===== config.mk =====
export PLATFORM = sky130hd
export DESIGN_NAME = weighted_sliding_median
export DESIGN_NICKNAME = d
export VERILOG_FILES = /design/src/sv/wsm_pkg.sv /design/src/sv/wsm_store.sv /design/src/sv/wsm_cmpacc.sv /design/src/sv/weighted_sliding_median.sv
export VERILOG_INCLUDE_DIRS = /design/src /design/src/sv
export SDC_FILE = /design/constraint.sdc
export NUM_CORES = 2
export LEC_CHECK = 0
export BUFFER_PORTS_ARGS = -buffer_cell sky130_fd_sc_hd__buf_2
export CAP_MARGIN = 20
export CORE_AREA = 2 2 482 484
export DETAILED_ROUTE_END_ITERATION = 10
export DIE_AREA = 0 0 484 486
export GPL_TIMING_DRIVEN = 0
export PLACE_DENSITY = 0.76
export SLEW_MARGIN = 20
export SYNTH_ARGS = -nofsm -noshare
export SYNTH_HDL_FRONTEND = slang
export SYNTH_SLANG_ARGS = --single-unit

===== constraint.sdc =====
create_clock -name clk -period 12.1 [get_ports clk]
set_input_delay 2.42 -clock clk [delete_from_list [all_inputs] [get_ports clk]]
set_output_delay 2.42 -clock clk [all_outputs]
set_load 0.02 [all_outputs]

===== src/sv/assert_macros.svh =====
// Assertion shorthands, all clocked on clk and quiet while rst_n is low.
`ifndef ASSERT_MACROS_SVH
`define ASSERT_MACROS_SVH

// Property must hold at every clock edge.
`define ASSERT_CLK(lbl, prop, msg) \
  lbl: assert property (@(posedge clk) disable iff (!rst_n) (prop)) else $error(msg);

// Condition must never be seen at a clock edge.
`define ASSERT_NEVER(lbl, cond, msg) \
  lbl: assert property (@(posedge clk) disable iff (!rst_n) !(cond)) else $error(msg);

`endif


===== src/sv/wsm_pkg.sv =====
package wsm_pkg;

  localparam int DEPTH  = 64;
  localparam int SLOT_W = $clog2(DEPTH);
  localparam int CNT_W  = $clog2(DEPTH + 1);
  localparam int VAL_W  = 32;
  localparam int WT_W   = 16;
  localparam int MAXW_W = 20;
  localparam int TOT_W  = 21;
  localparam int DROP_W = 7;

  localparam logic [MAXW_W-1:0] MAXW_RESET = MAXW_W'(1024);

  typedef struct packed {
    logic [WT_W-1:0]  sample_weight;
    logic [VAL_W-1:0] sample_value;
  } in_beat_t;

  typedef struct packed {
    logic [VAL_W-1:0]  median_value;
    logic [DROP_W-1:0] dropped_count;
    logic              capacity_evicted;
  } out_beat_t;

  typedef enum logic [1:0] {
    ALU_ADD = 2'b01,
    ALU_SUB = 2'b10
  } alu_op_t;

  typedef struct packed {
    alu_op_t          op;
    logic [TOT_W-1:0] x;
    logic [TOT_W-1:0] y;
    logic [VAL_W-1:0] ca;
    logic [VAL_W-1:0] cb;
  } alu_req_t;

  typedef struct packed {
    logic [TOT_W-1:0] res;
    logic             ge;   // x >= y on subtract
    logic             le;   // ca <= cb
    logic             lt;   // ca < cb
  } alu_rsp_t;

  typedef struct packed {
    logic              we_val;
    logic              we_wt;
    logic [SLOT_W-1:0] wr_addr;
    logic [VAL_W-1:0]  wr_value;
    logic [WT_W-1:0]   wr_weight;
    logic [SLOT_W-1:0] rd_addr;
  } store_req_t;

  // Circular slot arithmetic: base is a live slot, off is at most DEPTH.
  function automatic logic [SLOT_W-1:0] slot_add(input logic [SLOT_W-1:0] base,
                                                 input logic [CNT_W-1:0]  off);
    logic [CNT_W:0] s;
    s = (CNT_W+1)'(base) + (CNT_W+1)'(off);
    if (s >= (CNT_W+1)'(DEPTH)) begin
      s = s - (CNT_W+1)'(DEPTH);
    end
    return s[SLOT_W-1:0];
  endfunction

endpackage


===== src/sv/wsm_store.sv =====
module wsm_store (
  input  logic                      clk,
  input  wsm_pkg::store_req_t       req,
  output logic [wsm_pkg::VAL_W-1:0] rd_value,
  output logic [wsm_pkg::WT_W-1:0]  rd_weight
);
  import wsm_pkg::*;

  logic [VAL_W-1:0] val_mem [DEPTH];
  logic [WT_W-1:0]  wt_mem  [DEPTH];
  logic [VAL_W-1:0] rd_value_r;
  logic [WT_W-1:0]  rd_weight_r;

  always_ff @(posedge clk) begin
    if (req.we_val) begin
      val_mem[req.wr_addr] <= req.wr_value;
    end
    if (req.we_wt) begin
      wt_mem[req.wr_addr] <= req.wr_weight;
    end
    rd_value_r  <= val_mem[req.rd_addr];
    rd_weight_r <= wt_mem[req.rd_addr];
  end

  assign rd_value  = rd_value_r;
  assign rd_weight = rd_weight_r;

endmodule


===== src/sv/wsm_cmpacc.sv =====
module wsm_cmpacc (
  input  wsm_pkg::alu_req_t req,
  output wsm_pkg::alu_rsp_t rsp
);
  import wsm_pkg::*;

  logic [TOT_W:0] sum;
  logic [VAL_W:0] diff;

  always_comb begin
    unique case (req.op)
      ALU_ADD: sum = {1'b0, req.x} + {1'b0, req.y};
      ALU_SUB: sum = {1'b0, req.x} - {1'b0, req.y};
      default: sum = '0;
    endcase
  end

  assign diff    = {1'b0, req.ca} - {1'b0, req.cb};
  assign rsp.res = sum[TOT_W-1:0];
  assign rsp.ge  = ~sum[TOT_W];
  assign rsp.lt  = diff[VAL_W];
  assign rsp.le  = diff[VAL_W] | (diff[VAL_W-1:0] == '0);

endmodule


===== src/sv/weighted_sliding_median.sv =====
// Channel  Direction  Handshake            Payload
// in       input      in_valid/in_stall    in_data   (sample_weight, sample_value)
// out      output     out_valid/out_stall  out_data  (median, dropped, evicted)
// cfg      input      cfg_we               cfg_wdata (weight limit)
//
// The median pass dominates the work on each sample, with one store read per
// pair of candidate and live entry.
// Synchronous active-low reset empties the window and sets the weight limit to 1024.
// in_stall is high from acceptance until the result is loaded; out_stall only
// holds the last step until the output register frees up.
`include "assert_macros.svh"

module weighted_sliding_median (
  input  logic                       clk,
  input  logic                       rst_n,
  input  logic                       in_valid,
  output logic                       in_stall,
  input  wsm_pkg::in_beat_t          in_data,
  output logic                       out_valid,
  input  logic                       out_stall,
  output wsm_pkg::out_beat_t         out_data,
  input  logic                       cfg_we,
  input  logic [wsm_pkg::MAXW_W-1:0] cfg_wdata
);
  import wsm_pkg::*;

  typedef enum logic [11:0] {
    S_IDLE      = 12'b0000_0000_0001,
    S_EVICT     = 12'b0000_0000_0010,
    S_INSERT    = 12'b0000_0000_0100,
    S_TR_CHK    = 12'b0000_0000_1000,
    S_TR_CMP    = 12'b0000_0001_0000,
    S_TR_POP    = 12'b0000_0010_0000,
    S_TR_CUT    = 12'b0000_0100_0000,
    S_MED_START = 12'b0000_1000_0000,
    S_MED_V     = 12'b0001_0000_0000,
    S_MED_IN    = 12'b0010_0000_0000,
    S_MED_EVAL  = 12'b0100_0000_0000,
    S_OUT       = 12'b1000_0000_0000
  } state_t;

  state_t            state_r, state_nxt;
  logic [MAXW_W-1:0] wt_limit_r;
  logic [SLOT_W-1:0] oldest_r, oldest_nxt;
  logic [CNT_W-1:0]  count_r, count_nxt;
  logic [TOT_W-1:0]  total_r, total_nxt;
  in_beat_t          beat_r, beat_nxt;
  logic [DROP_W-1:0] dropped_r, dropped_nxt;
  logic              evicted_r, evicted_nxt;
  logic [TOT_W-1:0]  excess_r, excess_nxt;
  logic [WT_W-1:0]   ow_r, ow_nxt;
  logic [TOT_W-1:0]  want_r, want_nxt;
  logic [TOT_W-1:0]  cum_r, cum_nxt;
  logic [CNT_W-1:0]  i_r, i_nxt;
  logic [CNT_W-1:0]  j_r, j_nxt;
  logic [VAL_W-1:0]  v_r, v_nxt;
  logic [VAL_W-1:0]  best_r, best_nxt;
  logic              found_r, found_nxt;
  out_beat_t         out_data_r, out_data_nxt;
  logic              out_valid_r, out_valid_nxt;

  alu_req_t          alu_req;
  alu_rsp_t          alu_rsp;
  store_req_t        st_req;
  logic [VAL_W-1:0]  rd_value;
  logic [WT_W-1:0]   rd_weight;

  wsm_store u_store (
    .clk      (clk),
    .req      (st_req),
    .rd_value (rd_value),
    .rd_weight(rd_weight)
  );

  wsm_cmpacc u_cmpacc (
    .req(alu_req),
    .rsp(alu_rsp)
  );

  assign in_stall  = (state_r != S_IDLE);
  assign out_valid = out_valid_r;
  assign out_data  = out_data_r;

  always_comb begin
    state_nxt     = state_r;
    oldest_nxt    = oldest_r;
    count_nxt     = count_r;
    total_nxt     = total_r;
    beat_nxt      = beat_r;
    dropped_nxt   = dropped_r;
    evicted_nxt   = evicted_r;
    excess_nxt    = excess_r;
    ow_nxt        = ow_r;
    want_nxt      = want_r;
    cum_nxt       = cum_r;
    i_nxt         = i_r;
    j_nxt         = j_r;
    v_nxt         = v_r;
    best_nxt      = best_r;
    found_nxt     = found_r;
    out_data_nxt  = out_data_r;
    out_valid_nxt = out_valid_r & out_stall;

    alu_req.op = ALU_SUB;
    alu_req.x  = total_r;
    alu_req.y  = '0;
    alu_req.ca = v_r;
    alu_req.cb = best_r;

    st_req.we_val    = 1'b0;
    st_req.we_wt     = 1'b0;
    st_req.wr_addr   = oldest_r;
    st_req.wr_value  = beat_r.sample_value;
    st_req.wr_weight = beat_r.sample_weight;
    st_req.rd_addr   = oldest_r;

    unique case (state_r)
      S_IDLE: begin
        if (in_valid) begin
          beat_nxt    = in_data;
          dropped_nxt = '0;
          evicted_nxt = 1'b0;
          // oldest weight is read now in case the store is full
          state_nxt   = (count_r == CNT_W'(DEPTH)) ? S_EVICT : S_INSERT;
        end
      end
      S_EVICT: begin
        alu_req.x   = total_r;
        alu_req.y   = TOT_W'(rd_weight);
        total_nxt   = alu_rsp.res;
        oldest_nxt  = slot_add(oldest_r, CNT_W'(1));
        count_nxt   = count_r - CNT_W'(1);
        evicted_nxt = 1'b1;
        state_nxt   = S_INSERT;
      end
      S_INSERT: begin
        st_req.we_val  = 1'b1;
        st_req.we_wt   = 1'b1;
        st_req.wr_addr = slot_add(oldest_r, count_r);
        alu_req.op     = ALU_ADD;
        alu_req.x      = total_r;
        alu_req.y      = TOT_W'(beat_r.sample_weight);
        total_nxt      = alu_rsp.res;
        count_nxt      = count_r + CNT_W'(1);
        state_nxt      = S_TR_CHK;
      end
      S_TR_CHK: begin
        alu_req.x  = total_r;
        alu_req.y  = TOT_W'(wt_limit_r);
        excess_nxt = alu_rsp.res;
        if (alu_rsp.ge && (alu_rsp.res != '0) && (count_r != '0)) begin
          state_nxt = S_TR_CMP;
        end else begin
          state_nxt = S_MED_START;
        end
      end
      S_TR_CMP: begin
        alu_req.x = excess_r;
        alu_req.y = TOT_W'(rd_weight);
        ow_nxt    = rd_weight;
        state_nxt = alu_rsp.ge ? S_TR_POP : S_TR_CUT;
      end
      S_TR_POP: begin
        alu_req.x   = total_r;
        alu_req.y   = TOT_W'(ow_r);
        total_nxt   = alu_rsp.res;
        oldest_nxt  = slot_add(oldest_r, CNT_W'(1));
        count_nxt   = count_r - CNT_W'(1);
        dropped_nxt = dropped_r + DROP_W'(1);
        state_nxt   = S_TR_CHK;
      end
      S_TR_CUT: begin
        // trim the oldest by the excess; the total lands exactly on the limit
        alu_req.x        = TOT_W'(ow_r);
        alu_req.y        = excess_r;
        st_req.we_wt     = 1'b1;
        st_req.wr_addr   = oldest_r;
        st_req.wr_weight = alu_rsp.res[WT_W-1:0];
        total_nxt        = TOT_W'(wt_limit_r);
        state_nxt        = S_MED_START;
      end
      S_MED_START: begin
        alu_req.op = ALU_ADD;
        alu_req.x  = {1'b0, total_r[TOT_W-1:1]};
        alu_req.y  = TOT_W'(total_r[0]);
        want_nxt   = alu_rsp.res;
        i_nxt      = '0;
        found_nxt  = 1'b0;
        best_nxt   = '0;
        state_nxt  = (count_r == '0) ? S_OUT : S_MED_V;
      end
      S_MED_V: begin
        v_nxt     = rd_value;
        j_nxt     = '0;
        cum_nxt   = '0;
        state_nxt = S_MED_IN;
      end
      S_MED_IN: begin
        alu_req.op     = ALU_ADD;
        alu_req.ca     = rd_value;
        alu_req.cb     = v_r;
        alu_req.x      = cum_r;
        alu_req.y      = TOT_W'(rd_weight);
        // keep the sum only for entries at or below the candidate
        if (alu_rsp.le) begin
          cum_nxt = alu_rsp.res;
        end
        st_req.rd_addr = slot_add(oldest_r, j_r + CNT_W'(1));
        j_nxt          = j_r + CNT_W'(1);
        if (j_r == count_r - CNT_W'(1)) begin
          state_nxt = S_MED_EVAL;
        end
      end
      S_MED_EVAL: begin
        alu_req.x      = cum_r;
        alu_req.y      = want_r;
        alu_req.ca     = v_r;
        alu_req.cb     = best_r;
        st_req.rd_addr = slot_add(oldest_r, i_r + CNT_W'(1));
        if (alu_rsp.ge && (!found_r || alu_rsp.lt)) begin
          best_nxt  = v_r;
          found_nxt = 1'b1;
        end
        i_nxt     = i_r + CNT_W'(1);
        state_nxt = (i_r + CNT_W'(1) == count_r) ? S_OUT : S_MED_V;
      end
      S_OUT: begin
        // hold until the output register is free
        if (!out_valid_r || !out_stall) begin
          out_data_nxt.median_value     = best_r;
          out_data_nxt.dropped_count    = dropped_r;
          out_data_nxt.capacity_evicted = evicted_r;
          out_valid_nxt                 = 1'b1;
          state_nxt                     = S_IDLE;
        end
      end
      default: begin
        state_nxt = S_IDLE;
      end
    endcase
  end

  always_ff @(posedge clk) begin
    if (!rst_n) begin
      state_r     <= S_IDLE;
      wt_limit_r  <= MAXW_RESET;
      oldest_r    <= '0;
      count_r     <= '0;
      total_r     <= '0;
      out_valid_r <= 1'b0;
    end else begin
      state_r     <= state_nxt;
      oldest_r    <= oldest_nxt;
      count_r     <= count_nxt;
      total_r     <= total_nxt;
      out_valid_r <= out_valid_nxt;
      if (cfg_we) begin
        wt_limit_r <= cfg_wdata;
      end
    end
  end

  always_ff @(posedge clk) begin
    beat_r     <= beat_nxt;
    dropped_r  <= dropped_nxt;
    evicted_r  <= evicted_nxt;
    excess_r   <= excess_nxt;
    ow_r       <= ow_nxt;
    want_r     <= want_nxt;
    cum_r      <= cum_nxt;
    i_r        <= i_nxt;
    j_r        <= j_nxt;
    v_r        <= v_nxt;
    best_r     <= best_nxt;
    found_r    <= found_nxt;
    out_data_r <= out_data_nxt;
  end

  `ASSERT_NEVER(a_count_range, count_r > CNT_W'(DEPTH), "entry count beyond store depth")
  `ASSERT_NEVER(a_oldest_range, CNT_W'(oldest_r) >= CNT_W'(DEPTH), "oldest slot out of range")
  `ASSERT_NEVER(a_empty_total, state_r == S_IDLE && count_r == '0 && total_r != '0, "stray weight")
  `ASSERT_CLK(a_beat_starts, (in_valid && !in_stall) |=> state_r != S_IDLE, "beat not started")
  `ASSERT_CLK(a_result_src, $rose(out_valid_r) |-> $past(state_r == S_OUT), "stray result")

endmodule

# --- Word-level counts from Yosys, hierarchy flattened ---
# Memory sizes are Yosys's and may differ from the RTL's. A register that Yosys moved wholly into a read port is not among the register bits.
# Cells that the tools add are included.
word_totals:
  ff_bits: 321
  ramBits: 3072
  input_bits: 73
  output_inout_bits: 42
  elab_cells: 140
  n_memories: 2
memory_table:
  columns: ["memory", "words", "word_bits", "read_ports", "rd_ports_with_merged_regs", "wr", "line", "text"]
  rows:
  - ["u_store.val_mem", 64, 32, 1, 1, 1, "wsm_store.sv:9", "logic [VAL_W-1:0] val_mem [DEPTH];"]
  - ["u_store.wt_mem", 64, 16, 1, 1, 1, "wsm_store.sv:10", "logic [WT_W-1:0] wt_mem [DEPTH];"]
classes:
  addsub: 16
  order_cmp: 4
  n_eq_ne: 23
  muxes: 41
  n_bitwise: 3
  reduce_logical: 29
op_table:
  columns: ["operator", "n"]
  rows:
  - ["42-bit one-hot mux with 9 select lines", 1]
  - ["12-bit one-hot mux with 11 select lines", 1]
  - ["21-bit one-hot mux with 2 select lines", 2]
  - ["7-bit one-hot mux with 2 select lines", 5]
  - ["64-bit 2-to-1 mux", 1]
  - ["32-bit one-hot mux with 2 select lines", 1]
  - ["12-bit 2-to-1 mux", 5]
  - ["22-bit one-hot mux with 2 select lines", 1]
  - ["32-bit by 32-bit subtractor with 33-bit output", 1]
  - ["32-bit logical NOT", 1]
  - ["32-bit 2-to-1 mux", 1]
  - ["7-bit by 1-bit adder with 7-bit output, second input constant", 4]
  - ["6-bit by 7-bit adder with 8-bit output", 3]
  - ["8-bit by 7-bit >= comparator with 1-bit output, second input constant", 3]
  - ["6-bit 2-to-1 mux", 4]
  - ["6-bit by 1-bit subtractor with 6-bit output, second input constant", 4]
  - ["21-bit by 21-bit adder with 22-bit output", 1]
  - ["21-bit by 21-bit subtractor with 22-bit output", 1]
  - ["21-bit 2-to-1 mux", 1]
  - ["21-bit nonzero test", 1]
  - ["16-bit 2-to-1 mux", 1]
  - ["7-bit == test", 2]
  - ["7-bit 2-to-1 mux", 2]
  - ["12-bit by 1-bit == test with 1-bit output, second input constant", 1]
  - ["38 further kinds", 68]

# --- Longest topological paths before layout ---
logic_depth:
  depth_word: 10
  ltp_mapped: 27
  depth_no_buf: 23

# --- Modules after synthesis ---
# From an unflattened synthesis, not the netlist that was laid out.
hier_totals:
  hier_cells: 6982
  area_unflattened_um2: 136114.3
modules_own_cells:
  columns: ["mod", "instances", "cells_per_inst", "area_per_inst_um2", "seq_area_each_um2"]
  rows:
  - ["wsm_store", 1, 5204, 117795.5, 93209.4]
  - ["weighted_sliding_median", 1, 1184, 14430.1, 8968.6]
  - ["wsm_cmpacc", 1, 594, 3888.7, 0.0]

# --- Worst setup path after synthesis ---
# OpenSTA, ideal clock, no wires.
synth_path:
  path_kind: "register to register"
  startpoint: "register state_r[9]"
  endpoint: "memory u_store.wt_mem[0][13] (data pin)"
  setup_ns: 0.702
  arrival_time_ns: 7.160
  required_time_ns: 11.398
  slack_ns: 4.238
  path_stages_with_launch: 19
  path_buffers: 4
  period_less_slack_ns: 7.862
  path_cell_list: "dfxtp_1 buf_2 or4_1 clkbuf_1 clkbuf_1 nor2_1 nand4b_1 inv_1 buf_1 a22oi_1 nand3_1 ha_1 nand2_1 or4b_1 o211ai_1 o21ai_0 o21ba_2 o221a_2 o21ai_0"
synth_rtl:
  columns: ["item", "line", "text"]
  rows:
  - ["from (decl)", "weighted_sliding_median.sv:42", "state_t state_r, state_nxt;"]
  - ["from (signal assigned)", "weighted_sliding_median.sv:252", "state_r <= state_nxt;"]
  - ["to (decl)", "wsm_store.sv:10", null]

# --- Final worst setup path ---
layout_path:
  startpoint: "register state_r[5]"
  endpoint: "register u_store.rd_value_r[25], in the netlist u_store.rd_value[25], read port of u_store.val_mem"
layout_between:
  elab_chain_len: 2
  elab_cells_between_ends: 3
  cone_classes: "eq/ne (2); mux (1)"
layout_lines:
  columns: ["item", "line", "text"]
  rows:
  - ["12-bit by 11-bit == test with 1-bit output or 12-bit by 10-bit == test with 1-bit output (tied branches)", "weighted_sliding_median.sv:117", "unique case (state_r)"]
  - ["6-bit one-hot mux with 2 select lines *", "weighted_sliding_median.sv:117", null]
  - ["to (decl)", "wsm_store.sv:11", "logic [VAL_W-1:0] rd_value_r;"]
# Mark *: on every way between the ends. The rest lies on a longest branch, timed or not.
# A chain may end at the register's enable or synchronous reset.

==> reports/results.txt <==
Post-Syn Instances = 6780
Final HPWL DP = 232000 um
Die Area = 235000 um^2
Static leakage = 56.0 nW
Outcome = complete, but fails checks
XOR/XNOR share of the synthesized area = 0.00593
Maximum clock frequency = 102 MHz
Share of layout cells above drive strength 1 = 0.246
Multiplexer area fraction after synthesis = 0.183
Final WL = 350000 um
Syn Std Cell Area = 137000 um^2
Final Cell Area = 157000 um^2
Most instantiated library cell after synthesis = edfxtp_1
Quantity of I/O buffers inserted on ports = 113
Clock Latency Late Sink = 0.97 ns
Pin count of the biggest net entering global routing = 53
Antenna Violating Nets Remaining = 1
DP Cell Count = 10200
Setup TNS = 0 ns
Fin nets = 7625
Number of flops mapped to enable cells by yosys = 3326
Rows = 176
Boundary Pins = 115
Number of global-route vias before repair = 72500
Initial antenna violation count = 20
Post-synthesis sequential area ratio = 0.744
Power Total = 25.2 mW
Clock buffer depth = 4
Synth Register Bits = 3441
Via/cell ratio = 6.65
Post-cts resize count = 0
RSZ-0062 raised after global routing = false
Drc violations = 0
Post-route minimum period = 9.83 ns
GPL Wtd Cong = 0.917
Fraction of the cycle the final worst path needs = 0.812
Simple-gate share of the synthesized area = 0.0285
DR vias = 71600
Post-Place Worst Slack = 2.36 ns
Main synth FF type = edfxtp_1
Arr. time, crit path = 10.56 ns
Fin util = 0.686
Core ar. = 229000 um^2
Setup CP Type = flip-flop to flip-flop
Clock sink count = 3441
Footprint of the multi-input gates = 34400 um^2
Synth area leaders = edfxtp_1 (73%), mux4_2 (13%), mux2i_1 (5.7%), dfxtp_1 (1.7%), nand2_1 (0.74%)
Gr ovfl total = 0
Starting density of the core = 0.598
Non-Filler Instances = 10800
Setup repair bufs after CTS = 0
Gr usage total = 0.298
# fillers = 13700
CTS Buf Count = 344
Synthesis-to-finish area growth = 14.7%
Hold_buf cts = 0
Crit path max fanout = 10
Avg Synthesized Cell Area = 20.3 um^2
Worst slew pin tran = 1.28 ns
Failing checks = antenna rules
Post-synth top area share = 0.727
Ys Warns = 0
First-pass GRT wire length = 504000 um
Adder-cell share of the synthesized area = 0.00696
Worst rel slew slack = 0.142
Drt wl/cell = 32.5 um
Hold Crit Class = flip-flop to flip-flop
H-tree Lvls = 5
Peak supply drop = 0.173 mV
Crit path launch type = flip-flop
Synth unique cells = 76
Pwr Density = 160 nW/um^2
Synth area leader = edfxtp_1
Setup WS post-layout = 2.27 ns
DR pass1 iterations = 8
Crit. End Element = flip-flop
CTS root buffer = clkbuf_16
Compound-Gate Fraction of Synth Area = 0.0193
Placed inst area = 147000 um^2
Worst hold slack = 0.425 ns
Commonest cells in the synthesized netlist = edfxtp_1 (3326), mux2i_1 (787), mux4_2 (768)
Iter 0 DRT Violations = 9385
Final Hold Violating Endpoints = 0
Largest family of logic cells by synthesized area = multiplexers
Post-synth ARST share = 0
Setup violations, final = 0
Max cap viols = 0
Setup Skew = 0.0515 ns
Register area = 102000 um^2
Die width = 484 um
Synth Net Count = 6927
CTS tree = built
Fin. max-slew vios = 0
Die height = 486 um
Clk slew on worst S/H paths = 0.07 ns
WP data required = 12.83 ns
==> power breakdown <==
group / switching [mW] / internal (mW) / total [mW] / leakage [nW]
combinational: 0.966 / 0.380 / 1.35 / 20.0
clock: 4.39 / 5.95 / 10.3 / 5.23
sequential: 0.104 / 13.4 / 13.5 / 30.7
total: 5.45 / 19.8 / 25.2 / 56.0
==> worst max-delay path: stages, from the launching register on <==
cell	delay, ns
dfxtp_1	0.30
clkbuf_1	0.25
or4_1	0.55
buf_2	0.21
nor2_1	0.21
nand2_1	0.25
inv_1	0.22
clkbuf_1	0.60
clkbuf_1	0.73
clkbuf_1	0.84
mux2i_1	0.33
ha_1	0.22
inv_1	0.06
fa_1	0.42
xnor2_1	0.16
mux2i_1	0.35
clkbuf_1	0.64
clkbuf_2	0.75
clkbuf_1	0.81
mux2i_1	0.51
mux2i_1	0.13
mux2i_1	0.61
mux2i_1	0.39
==> metal layers <==
layer | share of wire | wire, um | vias to the layer above | global-route usage
met5 | 0.00032 | 112 | - | 0
met2 | 0.50 | 173000 | 4341 | 0.488
met4 | 0.034 | 11900 | 14 | 0.0985
met3 | 0.10 | 36000 | 703 | 0.0679
met1 | 0.37 | 128000 | 37300 | 0.399
li1 | - | - | 29200 | -
==> worst paths after layout <==
kind              startpoint              endpoint  slack [ns]  cells past startpoint
setup / recovery  state_r[5]  u_store.rd_value[25]        2.27                     22
hold / removal     evicted_r           out_data[0]        0.43                      0
setup reg to reg  state_r[5]  u_store.rd_value[25]        2.27                     22
hold reg to reg    evicted_r           out_data[0]        0.43                      0
==> layout by cell type, fill, tap and decap left out, types with 68 or more instances in the layout <==
cell | synthesis | final
a21oi_1 | 73 | 72
and2_1 | 68 | 68
buf_1 | 95 | 92
buf_12 | 0 | 69
buf_2 | 104 | 225
buf_8 | 0 | 78
clkbuf_1 | 150 | 198
clkbuf_16 | 0 | 349
dfxtp_1 | 115 | 115
edfxtp_1 | 3326 | 3326
ha_1 | 70 | 70
mux2i_1 | 787 | 786
mux4_2 | 768 | 768
nand2_1 | 271 | 265
nor2_1 | 244 | 116
nor2_4 | 0 | 72
==> registers in the layout (all words and copies together), names as in the netlist, 12 cells and up <==
name,flops
best_r,32
v_r,32
ow_r,16
u_store.wt_mem,1024
wt_limit_r,20
u_store.rd_weight,16
state_r,12
u_store.val_mem,2048
cum_r,21
total_r,21
beat_r,48
out_data,40
excess_r,21
u_store.rd_value,32
want_r,21
==> kinds of logic after synthesis <==
kind of cell,after synthesis
DFF,3441
muxes,1557
and+or+nand+nor,826
buffers and inverters,399
AOI/OAI and AO/OA,390
xor gates and xnor gates,93
adders and majority gates,74
==> final cells by class <==
cell class,instances,share of cell area
clock inverter,175,0.0105
buffer,350,0.00935
antenna,8,0.000127
clock buffer,420,0.0576
multi-input combinational,2940,0.219
timing repair buffer,352,0.0296
inverter,49,0.00118
sequential,3441,0.649
tap,3026,0.0240
Power figures use the tool's default switching activity.
